File: src/design/ffha_pkg.sv
`timescale 1ns / 1ps
// ----------------------------------------------------------------------------
// ffha_pkg: shared types and constants for the first-fit heap allocator
// Request and response payloads, the internal command format and status codes.
// ----------------------------------------------------------------------------
package ffha_pkg;

    localparam int HEAP_BYTES_DEF = 1 << 20;
    localparam int WORD_BYTES_DEF = 8;

    localparam int SIZE_W = 21;
    localparam int WORD_W = 17;
    // Rounded-up word count for the largest request with the smallest word size.
    localparam int NEED_W = 20;
    localparam int QDEPTH = 2;

    typedef enum logic [1:0] {
        ST_OK      = 2'd0,
        ST_NOMEM   = 2'd1,
        ST_BADFREE = 2'd2
    } t_status;

    typedef enum logic {
        OP_ALLOC = 1'b0,
        OP_FREE  = 1'b1
    } t_op;

    typedef enum logic [1:0] {
        K_ALLOC = 2'd0,
        K_ZERO  = 2'd1,
        K_FREE  = 2'd2,
        K_NULL  = 2'd3
    } t_kind;

    typedef struct packed {
        t_op                op;
        logic [SIZE_W-1:0]  size_bytes;
        logic [WORD_W-1:0]  payload_word;
        logic               no_pointer;
    } t_req;

    typedef struct packed {
        logic [WORD_W-1:0]  result_word;
        t_status            status;
    } t_resp;

    typedef struct packed {
        t_kind              kind;
        logic [NEED_W-1:0]  need;
        logic [WORD_W-1:0]  addr;
    } t_cmd;

    typedef struct packed {
        logic push;
        t_cmd cmd;
    } t_qwr;

    typedef struct packed {
        logic full;
        logic empty;
    } t_qstat;

endpackage

File: src/design/ffha_queue.sv
`timescale 1ns / 1ps
// ----------------------------------------------------------------------------
// ffha_queue: command queue between intake and execution
// A small register FIFO so that either side can stall independently.
// ----------------------------------------------------------------------------
module ffha_queue (
    input  logic             i_clk,
    input  logic             i_rst_n,
    input  ffha_pkg::t_qwr   i_wr,
    input  logic             i_pop,
    output ffha_pkg::t_qstat o_qstat,
    output ffha_pkg::t_cmd   o_cmd
);
    import ffha_pkg::*;

    localparam int PTR_W = (QDEPTH > 1) ? $clog2(QDEPTH) : 1;

    t_cmd             r_mem [QDEPTH];
    logic [PTR_W-1:0] r_wptr, n_wptr;
    logic [PTR_W-1:0] r_rptr, n_rptr;
    logic [PTR_W:0]   r_count, n_count;

    always_comb begin
        n_wptr  = r_wptr;
        n_rptr  = r_rptr;
        n_count = r_count;
        if (i_wr.push) begin
            n_wptr = (r_wptr == PTR_W'(QDEPTH - 1)) ? '0 : r_wptr + 1'b1;
        end
        if (i_pop) begin
            n_rptr = (r_rptr == PTR_W'(QDEPTH - 1)) ? '0 : r_rptr + 1'b1;
        end
        if (i_wr.push && !i_pop) begin
            n_count = r_count + 1'b1;
        end else if (!i_wr.push && i_pop) begin
            n_count = r_count - 1'b1;
        end
    end

    always_ff @(posedge i_clk) begin
        if (!i_rst_n) begin
            r_wptr  <= '0;
            r_rptr  <= '0;
            r_count <= '0;
        end else begin
            r_wptr  <= n_wptr;
            r_rptr  <= n_rptr;
            r_count <= n_count;
        end
    end

    always_ff @(posedge i_clk) begin
        if (i_wr.push) begin
            r_mem[r_wptr] <= i_wr.cmd;
        end
    end

    assign o_cmd         = r_mem[r_rptr];
    assign o_qstat.full  = (r_count == (PTR_W + 1)'(QDEPTH));
    assign o_qstat.empty = (r_count == '0);

endmodule

File: config.mk
export PLATFORM = sky130hd
export DESIGN_NAME = ffha_queue
export DESIGN_NICKNAME = d
export VERILOG_FILES = /design/src/design/ffha_pkg.sv /design/src/design/ffha_queue.sv
export SDC_FILE = /design/constraint.sdc
export NUM_CORES = 1
export LEC_CHECK = 0
export ABC_AREA = 1
export BUFFER_PORTS_ARGS = -buffer_cell sky130_fd_sc_hd__buf_4
export CAP_MARGIN = 20
export CORE_MARGIN = 4
export CORE_UTILIZATION = 55
export CTS_CLUSTER_SIZE = 20
export DETAILED_ROUTE_END_ITERATION = 12
export HOLD_SLACK_MARGIN = 0.05
export PLACE_DENSITY_LB_ADDON = 0.12
export SYNTH_ARGS = -nofsm -noshare
export SYNTH_HDL_FRONTEND = slang
export SYNTH_SLANG_ARGS = --single-unit
File: constraint.sdc
create_clock -name i_clk -period 6 [get_ports i_clk]
set_input_delay 0.3 -clock i_clk [delete_from_list [all_inputs] [get_ports i_clk]]
set_output_delay 0.3 -clock i_clk [all_outputs]
set_load 0.005 [all_outputs]
==> reports/summary.txt <==
Outcome -> finished clean
FF-to-FF Start -> r_wptr
Syn Nets -> 200
Num CTS Buffers -> 9
Cell Area, Synth -> 0.00309 mm²
Final Cycle Share -> 0.372
Ports -> 84
Met3 GRT Util -> 0.0536
Cts repair resizes -> 0
Max Slew Vio Count -> 0
Filler cells -> 386
Final setup viols -> 0
Worst skew pair latency -> 340 ps
Post-synth EDFFs -> 78
Post-Syn Area per Cell -> 19.8 µm²
Clock transition at the registers of the reported paths -> 80 ps
H-tree depth -> 3
Hold endpoint -> r_mem[0][1]
P&R area growth vs syn -> 28.6%
Core Rows -> 27
Commonest non-fill, non-tap cell in the layout -> buf_4
PortBufs -> 83
CTS Sinks -> 83
Vias in the first global route -> 1680
Die area -> 0.00688 mm²
Power density over cell area -> 295 mW/mm²
Final HPWL DP -> 3.33 mm
HP Class -> primary input to register
First-pass GRT wire length -> 7.96 mm
Postcts setup bufs -> 0
CTS tree -> yes
# nets final -> 292
Hold_sp -> i_wr[1]
Internal reg-to-reg setup slack -> 4630 ps
Via Count -> 1610
Routed WL -> 5.04 mm
Final hold vios -> 0
Seq cells post-synth -> 83
Post-Synth Simple-Gate Area -> 0.0243
Max Clk Rate -> 448 MHz
Largest net degree at the start of global routing -> 40
Worst slew pin tran -> 1010 ps
CP max stage delay -> 1000 ps
FF-to-FF End -> r_mem[1][9]
Worst path arrival time -> 1930 ps
RePlAce Congestion -> 0.720
GR peak layer -> met2
Setup TNS Final -> 0 ps
Post-Synth XOR/XNOR Area -> 0
Diodes inserted -> 0
Met1 Resource Use GR -> 0.163
CP startpoint kind -> register
CP required -> 5700 ps
Root buffer cell -> clkbuf_8
Via density -> 4.97
Mapped Cells -> 156
Layout cells sized above 1 -> 0.544
Rel. slew slack -> 0.326
Max capacitance violation total -> 0
TritonRoute pass-1 iters -> 4
Clock Path Buffers -> 2
Crit path kind -> register to output port
Worst-case vdd ir drop -> 0.000207 V
P_leak -> 0.00155 µW
Fin crit period -> 2230 ps
First DRT Iteration DRCs -> 97
Core ar. -> 0.00547 mm²
Largest family of logic cells by synthesized area -> multiplexers
Async S/R FF share, synth -> 0
Post-synthesis mux area share -> 0.154
Sequential share of the synthesized area -> 0.791
Worst Path Max Fanout -> 39
Die width -> 82.9 µm
Routed Antenna Nets -> 0
CP endpoint kind -> output port
Synth Area in Compound Gates -> 0.00324
Hold path depth -> 1
Met2 Resource Use GR -> 0.259
Clock Skew -> 5.90 ps
GR Overflow Total -> 0
Post-CTS Hold Buffers -> 0
Predominant post-synthesis flop cell -> edfxtp_1
Adder-cell area share of the yosys netlist -> 0.00405
Yosys warning total -> 0
Most frequent cells in the layout -> buf_4, edfxtp_1, mux2_2, mux2_4, clkbuf_8
Total Power -> 1170 µW
RSZ-0062 raised after global routing -> no
GRT Overall Usage -> 0.152
Vert. Die Dim -> 82.9 µm
Initial core utilization -> 0.564
Initial antenna violation count -> 0
Reg2reg path depth -> 3
DR DRC count -> 0
Distinct cells, synth -> 15
WL per Instance -> 15.5 µm
Worst path slowest cell -> dfxtp_2
Critical-path cell list -> mux2_2 > buf_4
[sequential cells by signal, indices dropped and copies added (netlist names), named ones only]
| name | count |
|---|---|
| r_rptr | 1 |
| r_count | 2 |
| r_mem | 78 |
| r_wptr | 1 |
[worst max-delay path, delay by kind of cell (launching register included)]
family,cells,cell delay (ps)
buffers and inverters,1,140
DFF,1,1000
muxes,1,430
[cells in the mapped netlist (2+ instances only)]
cell | number | area (µm²)
buf_4 | 2 | 15.0
nand2_1 | 8 | 30.0
nor2_1 | 9 | 33.8
dfxtp_1 | 5 | 100
mux2_2 | 29 | 327
edfxtp_1 | 78 | 2340
inv_1 | 8 | 30.0
mux2_4 | 10 | 150
[power breakdown]
group / internal [µW] / switching, µW / total [µW] / leakage (µW)
registers: 668 / 16.4 / 684 / 0.000774
clock network: 187 / 171 / 358 / 0.0000882
logic: 79.6 / 47.6 / 127 / 0.000691
total: 935 / 235 / 1170 / 0.00155
[cells by family (layout without fill, tap and decap cells)]
logic type,count (synthesis),count (layout)
AOI/OAI and AO/OA,2,2
adders and majority gates,1,1
buffers and inverters,12,108
DFF,83,83
muxes,39,39
and+or+nand+nor,19,19
[per-stage QoR]
| step | std cells | cell area (µm²) | setup slack (ps) | utilization | hold WS (ps) |
|---|---|---|---|---|---|
| after floorplan | 156 | 3090 | 3580 | - | 399 |
| after global placement | 308 | 3780 | 4100 | 0.690 | 478 |
| after detailed placement | 308 | 3780 | 4110 | 0.690 | 487 |
| after CTS | 323 | 3950 | 3730 | 0.722 | 123 |
| after global routing | 324 | 3970 | 3660 | 0.725 | 120 |
| final | 324 | 3970 | 3770 | 0.725 | 142 |
[metal layers]
layer / routed length [µm] / share of wire
met5: 0 / 0
met4: 153 / 0.030
met3: 281 / 0.056
met2: 2640 / 0.52
met1: 1970 / 0.39
[area by class of cell]
class | instances | area (µm²) | share of cell area
clock inverter | 4 | 42.5 | 0.0107
sequential | 83 | 2440 | 0.616
clock buffer | 11 | 131 | 0.0331
timing repair buffer | 85 | 651 | 0.164
multi-input combinational | 61 | 582 | 0.147
inverter | 8 | 30.0 | 0.00756
tap | 72 | 90.1 | 0.0227
[how the worst max path moves through the flow]
stage                  endpoint  slack (ps)  depth (start not counted)
floorplan           r_mem[0][0]        3580                          2
global placement      o_cmd[26]        4100                          2
detailed placement    o_cmd[26]        4110                          2
CTS                   o_cmd[23]        3730                          2
global route          o_cmd[32]        3660                          2
finish                o_cmd[28]        3770                          2
Note: power is estimated with default switching activity, not from simulation.
