==> src/design/ffha_pkg.sv <==
`timescale 1ns / 1ps
// ----------------------------------------------------------------------------
// ffha_pkg: shared types and constants for the first-fit heap allocator
// Request and response payloads, the internal command format and status codes.
// ----------------------------------------------------------------------------
package ffha_pkg;

    localparam int HEAP_BYTES_DEF = 1 << 20;
    localparam int WORD_BYTES_DEF = 8;

    localparam int SIZE_W = 21;
    localparam int WORD_W = 17;
    // Rounded-up word count for the largest request with the smallest word size.
    localparam int NEED_W = 20;
    localparam int QDEPTH = 2;

    typedef enum logic [1:0] {
        ST_OK      = 2'd0,
        ST_NOMEM   = 2'd1,
        ST_BADFREE = 2'd2
    } t_status;

    typedef enum logic {
        OP_ALLOC = 1'b0,
        OP_FREE  = 1'b1
    } t_op;

    typedef enum logic [1:0] {
        K_ALLOC = 2'd0,
        K_ZERO  = 2'd1,
        K_FREE  = 2'd2,
        K_NULL  = 2'd3
    } t_kind;

    typedef struct packed {
        t_op                op;
        logic [SIZE_W-1:0]  size_bytes;
        logic [WORD_W-1:0]  payload_word;
        logic               no_pointer;
    } t_req;

    typedef struct packed {
        logic [WORD_W-1:0]  result_word;
        t_status            status;
    } t_resp;

    typedef struct packed {
        t_kind              kind;
        logic [NEED_W-1:0]  need;
        logic [WORD_W-1:0]  addr;
    } t_cmd;

    typedef struct packed {
        logic push;
        t_cmd cmd;
    } t_qwr;

    typedef struct packed {
        logic full;
        logic empty;
    } t_qstat;

endpackage

==> src/design/ffha_front.sv <==
`timescale 1ns / 1ps
// ----------------------------------------------------------------------------
// ffha_front: request intake and classification
// Rounds allocation sizes to words and sorts out the trivial cases up front.
// ----------------------------------------------------------------------------
module ffha_front #(
    parameter int WORD_BYTES = ffha_pkg::WORD_BYTES_DEF
) (
    input  logic           i_in_valid,
    input  ffha_pkg::t_req i_in_req,
    input  ffha_pkg::t_qstat i_qstat,
    output logic           o_in_stall,
    output ffha_pkg::t_qwr o_qwr
);
    import ffha_pkg::*;

    // The word size is a power of two, so the division is a shift.
    localparam int WB_SHIFT = $clog2(WORD_BYTES);

    logic [SIZE_W:0] rounded;

    always_comb begin
        rounded = {1'b0, i_in_req.size_bytes} + (SIZE_W + 1)'(WORD_BYTES - 1);
        o_qwr.cmd.need = NEED_W'(rounded >> WB_SHIFT);
        o_qwr.cmd.addr = i_in_req.payload_word;
        if (i_in_req.op == OP_ALLOC) begin
            o_qwr.cmd.kind = (i_in_req.size_bytes == '0) ? K_ZERO : K_ALLOC;
        end else begin
            o_qwr.cmd.kind = i_in_req.no_pointer ? K_NULL : K_FREE;
        end
        o_qwr.push = i_in_valid && !i_qstat.full;
        o_in_stall = i_qstat.full;
    end

endmodule

==> config.mk <==
export PLATFORM = sky130hd
export DESIGN_NAME = ffha_front
export DESIGN_NICKNAME = d
export VERILOG_FILES = /design/src/design/ffha_pkg.sv /design/src/design/ffha_front.sv
export SDC_FILE = /design/constraint.sdc
export NUM_CORES = 1
export LEC_CHECK = 0
export ABC_AREA = 1
export BUFFER_PORTS_ARGS = -buffer_cell sky130_fd_sc_hd__buf_2
export CAP_MARGIN = 5
export CORE_MARGIN = 5
export CORE_UTILIZATION = 39
export DETAILED_ROUTE_END_ITERATION = 16
export PLACE_DENSITY = 0.93
export RECOVER_POWER = 50
export SETUP_SLACK_MARGIN = 0.15
export SLEW_MARGIN = 15
export SYNTH_ARGS = -nofsm -noshare
export SYNTH_HDL_FRONTEND = slang
export SYNTH_SLANG_ARGS = --single-unit
==> constraint.sdc <==
create_clock -name vclk -period 1.3
set_input_delay 0 -clock vclk [all_inputs]
set_output_delay 0 -clock vclk [all_outputs]
set_load 0.01 [all_outputs]
==> summary.txt, run 1 <==
Setup path
  – Critical Path RT: 1.30 ns
  – CP max FO: 6
  – Slowest cell delay on critical path: 0.18 ns
  – WP data arrival: ~0.93 ns
  – CP Launch Type: primary input
  – Critical path type: in2out
  – Crit-path cells: buf_2, nand2_1, inv_1, nand2_4, nor2_4, nand3_1, nand2_1, nand2_1, buf_2
  – Crit path max-delay cell type: nor2_4
  – Critical path endpoint category: output pin
  – Most used cell, CP: nand2_1

Status
  – Status: finished clean

Timing
  – RSZ-0062 raised after global routing: no
  – Fin crit period: 0.9305 ns
  – Total negative slack: 0 ns
  – Max-slew violation count: 0
  – Final period util: 71.57%
  – Max frequency: 1.075 GHz
  – Fin. Hold Viols: 0
  – Final setup viols: 0

Floorplanning
  – Die width: 54.53 um
  – Row cnt: 16
  – Core area: 1922 um2
  – Starting density of the core: between 40% and 50%
  – I/O pin total: 84
  – Die height: 54.53 um
  – Die ar.: between 2000 and 3000 um2

Run
  – MaxCap Viol Count: 0

Cells and area
  – Clock buffer cells: 0
  – Register area: 0 um2
  – Nets: 222
  – Share of cells above drive strength 1: 32.77%
  – # diodes: 0
  – Layout area overhead: 15.53%
  – Fin util: 46.48%
  – Sequential cell count: 0
  – # fillers: about 220
  – Area of the multi-input gates: 570.5 um2

Drt
  – Antenna Nets Post-Route: 0
  – Routed wire length: approximately 2.0 mm
  – Avg WL per Cell: roughly 10 um
  – 1st-pass router iterations: 4
  – DRC Markers: 0
  – Initial detailed-routing violation count: 31
  – Via density: 4.603
  – Routed via count: 939

Power
  – Static leakage: about 0.5 nW
  – Cell Pwr Density: 260.0 nW/um2
  – Peak VDD IR: between 0.0001 and 0.00015 V

Worst hold path
  – Hold Crit Class: in2out
  – Hold Path End: o_qwr[7]
  – Hold Crit Depth: 0
  – Worst hold start: i_in_req[8]

Global routing
  – GRT overflow: 0
  – Total track usage: 13.80%
  – Antenna violations before repair: 0
  – Largest net degree at the start of global routing: 10
  – First-pass GRT wire length: 3.236 mm
  – Vias in the first global route: 864

Yosys
  – Synth unique cells: 17
  – Register area share after synthesis: 0%
  – Synthesis Warnings: 0
  – Avg Cell Area, Syn: 5.190 um2
  – Mapped cell area: 773.2 um2
  – Post-Synthesis Cells: 149
  – Post-Syn Nets: approximately 190

CTS
  – Number of gates resized after cts: 0
  – Postcts setup bufs: 0
  – Cts hold-fix bufs: 0

Placement
  – Port-buffer cells: 48
  – Placer Congestion: 0.8875
  – HPWL after DPL: 1.803 mm
-- kinds of logic after synthesis --
family	Yosys count	share of synthesized area, %
buffers and inverters	34	26.21
other	1	0.4850
AND/OR/NAND/NOR	103	62.78
XOR/XNOR	7	7.929
AO/OA/AOI/OAI	4	2.589
-- layer usage --
metal	part of all wire [%]	track usage [%]	wire length [um]	vias up
met1	42	17.95	859	383
met3	13	1.907	257	12
li1	-	-	-	499
met5	0	0	0	-
met2	42	22.71	853	45
met4	3.0	5.394	61	0
-- cell usage in the layout (no fill, tap or decap) --
cell type	Yosys	routed
clkbuf_1	0	3
nor2_4	3	3
nand2_2	4	4
nor3_1	3	3
nand2_1	42	42
inv_2	1	1
nand3_1	7	7
a21oi_1	4	4
inv_1	13	13
nor2_2	3	3
nand2_4	1	1
conb_1	1	1
nor2_8	1	1
nor2_1	31	31
xor2_1	7	7
nand4_1	6	6
buf_2	0	45
nand3b_1	2	2
-- final cells by class --
type / instances / share of cell area [%]
repair buffers: 48 / 26.47
well taps: 27 / 3.782
multi-input cells: 115 / 63.87
inverters: 14 / 5.882
-- critical path, delay by kind of cell --
family | cells | cell delay [ns]
simple gates | 6 | 0.56
buf+inv | 3 | 0.37
-- power by group --
| part | switching [mW] | internal (mW) |
|---|---|---|
| Sequential | 0 | 0 |
| Combinational | 0.143 | 0.0896 |
| Clock | 0 | 0 |
| Total | 0.143 | 0.0896 |
-- worst max-delay path by stage --
stage | from | to | slack (ns)
4_1_cts | i_in_req[22] | o_qwr[30] | 0.36
3_3_place_gp | i_in_req[22] | o_qwr[30] | 0.37
5_1_grt | i_in_req[30] | o_qwr[33] | 0.19
2_1_floorplan | i_in_req[18] | o_qwr[22] | 0.63
6_report | i_in_req[22] | o_qwr[32] | 0.37
3_5_place_dp | i_in_req[20] | o_qwr[32] | 0.36
-- through the flow --
stage / power, mW / cell area [um2] / worst slack [ns] / instances / hold slack, ns
3_3_place_gp: 0.2314 / 897.1 / 0.3747 / 204 / 0.00006862
4_1_cts: 0.2349 / 897.1 / 0.3645 / 204 / 0.00006862
5_1_grt: 0.2604 / 893.4 / 0.1921 / 204 / 0.00001506
3_5_place_dp: 0.2342 / 897.1 / 0.3629 / 204 / 0.00006862
6_report: 0.2323 / 893.4 / 0.3695 / 204 / 0.000004453
2_1_floorplan: 0.1801 / 773.2 / 0.6277 / 149 / 0.04753
-- synthesized netlist by cell type --
| master | number | area, um2 |
|---|---|---|
| nor3_1 | 3 | 15.01 |
| a21oi_1 | 4 | 20.02 |
| inv_1 | 13 | 48.80 |
| nand2_4 | 1 | 11.26 |
| nand3_1 | 7 | 35.03 |
| nand3b_1 | 2 | 15.01 |
| nand2_2 | 4 | 25.02 |
| nor2_1 | 31 | 116.4 |
| nor2_2 | 3 | 18.77 |
| nand2_1 | 42 | 157.7 |
| nand4_1 | 6 | 37.54 |
| nor2_8 | 1 | 20.02 |
| nor2_4 | 3 | 33.78 |
| buf_4 | 20 | 150.1 |
| conb_1 | 1 | 3.750 |
| xor2_1 | 7 | 61.31 |
| inv_2 | 1 | 3.750 |
Power figures use the tool's default switching activity.
==> run 2: changes to the inputs <==
--- a/config.mk
+++ b/config.mk
@@ -9,9 +9,9 @@
 export BUFFER_PORTS_ARGS = -buffer_cell sky130_fd_sc_hd__buf_2
 export CAP_MARGIN = 5
 export CORE_MARGIN = 5
-export CORE_UTILIZATION = 39
+export CORE_UTILIZATION = 33
 export DETAILED_ROUTE_END_ITERATION = 16
-export PLACE_DENSITY = 0.93
+export PLACE_DENSITY = 0.85
 export RECOVER_POWER = 50
 export SETUP_SLACK_MARGIN = 0.15
 export SLEW_MARGIN = 15
==> constraint.sdc (replaced) <==
create_clock -name vclk -period 0.8
set_input_delay 0 -clock vclk [all_inputs]
set_output_delay 0 -clock vclk [all_outputs]
set_load 0.01 [all_outputs]
==> run 2 against run 1 <==
Compared with the run above:
- the run now ends with negative setup slack left
- die area rose by 15%
- sequential share of layout area did not move
- count of clock-buffer cells in the layout did not move
- power rose to 2.8 times the previous value
- global-route usage rose by 2.4 points
- critical path depth fell by 1
- critical endpoint is now o_qwr[26]
==> summary.txt, run 2 (synthesized netlist as in run 1, its figures left out) <==
Placement
  – Cells after DPL: 226 (was 204)
  – Placed inst area: 1077 um2 (was 897.1 um2)
  – Placer Congestion: 0.8605 (was 0.8875)
  – Port-buffer cells: 48 (unchanged)
  – HPWL after DPL: 2.027 mm (was 1.803 mm)

Floorplanning
  – Die ar.: 3411 um2 (was 2973 um2)
  – Starting density of the core: 34.62% (was 40.23%)
  – I/O pin total: 84 (unchanged)
  – Core area: 2233 um2 (was 1922 um2)
  – Die width: 58.41 um (was 54.53 um)
  – Row cnt: 17 (was 16)
  – Die height: 58.41 um (was 54.53 um)

Global routing
  – Vias in the first global route: 1133 (was 864)
  – Antenna violations before repair: 0 (unchanged)
  – First-pass GRT wire length: 4.602 mm (was 3.236 mm)
  – GRT overflow: 0 (unchanged)
  – Largest net degree at the start of global routing: 8 (was 10)
  – Total track usage: 16.23% (was 13.80%)

Timing
  – Max frequency: 1.159 GHz
  – Fin. Hold Viols: 0 (unchanged)
  – Final setup viols: 13 (was 0)
  – Final period util: 107.9%
  – Max-slew violation count: 0 (unchanged)
  – RSZ-0062 raised after global routing: yes (was no)
  – Fin crit period: roughly 0.86 ns
  – Worst setup margin: -0.06302 ns (was 0.3695 ns)

Drt
  – Initial detailed-routing violation count: 22 (was 31)
  – Routed wire length: 2.990 mm (was 2.031 mm)
  – Avg WL per Cell: 12.83 um (was 9.956 um)
  – Via density: 4.828 (was 4.603)
  – Routed via count: 1125 (was 939)
  – DRC Markers: 0 (unchanged)
  – 1st-pass router iterations: 4 (unchanged)
  – Antenna Nets Post-Route: 0 (unchanged)

Setup path
  – CP delay by family, top: simple AND/OR/NAND/NOR gates (unchanged)
  – Crit-path cells: buf_8, buf_6, nand2_2, nor2_1, nand2_1, nor2_1, xor2_1, buf_2 (was buf_2, nand2_1, inv_1, nand2_4, nor2_4, nand3_1, nand2_1, nand2_1, buf_2)
  – Critical path endpoint category: output pin (unchanged)
  – WP data arrival: 0.86 ns (was 0.93 ns)
  – Most used cell, CP: nor2_1 (was nand2_1)
  – Slowest cell delay on critical path: 0.15 ns (was 0.18 ns)
  – Crit path max-delay cell type: xor2_1 (was nor2_4)
  – CP bufs+invs: 3 (unchanged)
  – Critical path type: in2out (unchanged)
  – CP max FO: 4 (was 6)
  – Critical Path RT: 0.80 ns (was 1.30 ns)
  – CP Launch Type: primary input (unchanged)

Cells and area
  – Final Instance Area: 1465 um2 (was 893.4 um2)
  – Commonest non-fill, non-tap cells in the layout: buf_2, buf_4, nand2_1, nor2_1 (was buf_2, nand2_1, nor2_1, inv_1)
  – Sequential cell count: 0 (unchanged)
  – # diodes: 0 (unchanged)
  – Fin util: 65.60% (was 46.48%)
  – Layout Cells excl Fill: 233 (was 204)
  – Nets: 250 (was 222)
  – Share of cells above drive strength 1: 61.46% (was 32.77%)
  – Commonest non-fill, non-tap cell in the layout: buf_2 (unchanged)
  – Register area: 0 um2 (unchanged)
  – Clock buffer cells: 0 (unchanged)
  – Layout area overhead: 89.48% (was 15.53%)

Power
  – Static leakage: 0.7482 nW (was 0.5062 nW)
  – Peak VDD IR: 0.0003220 V (was 0.0001049 V)
  – Total power: 0.6611 mW (was 0.2323 mW)
  – Cell Pwr Density: 451.2 nW/um2 (was 260.0 nW/um2)

Status
  – Status: complete, but fails checks (was finished clean)
  – Failing checks: negative setup slack

Run
  – MaxCap Viol Count: 0 (unchanged)

Worst hold path
  – Hold Crit Class: in2out (unchanged)
## run 2: cell types whose count changed in the layout (fill, tap and decap cells not counted), sizes merged
cell | before | now
clkbuf | 3 | 0
buf | 45 | 76
## run 2: layout make-up
cell class | instances | area (um2)
multi-input cells | 115 | 777.0
well taps | 28 | 35.03
inverters | 14 | 57.56
fillers | 198 | 768.2
repair buffers | 76 | 595.6
## run 2: where the power goes
group | internal [mW] | switching, mW | total, mW
Sequential | 0 | 0 | 0
Clock | 0 | 0 | 0
Combinational | 0.325 | 0.336 | 0.661
## run 2: routing by layer
layer	global-route usage (%)	vias to the layer above	wire, um
li1	-	558	-
met1	18.05	509	1038
met2	31.10	52	1615
met3	2.632	6	299
met4	4.636	0	36
met5	0	-	0
## run 2: timing repair
action | in CTS | in global routing
buffers inserted | 6 | 1
gates resized for setup | 66 | 23
endpoints found under the setup margin | 20 | 20
hold buffers | 0 | 0
pin swaps | 28 | 21
## run 2: worst paths after layout
kind,startpoint,depth (start not counted),end
worst min-delay path,i_in_req[13],0,o_qwr[12]
worst max-delay path,i_in_req[23],8,o_qwr[26]
## run 2: per-stage QoR
step           hold slack (ns)  TNS, ns  worst slack, ns
2_1_floorplan          0.04753        0           0.1442
3_3_place_gp        0.00006862  -0.9644          -0.1065
3_5_place_dp        0.00006862   -1.324          -0.1508
4_1_cts             0.00006862  -0.4217         -0.05949
5_1_grt             0.00001505   -1.716          -0.1438
6_report           0.000003468  -0.5107         -0.06302
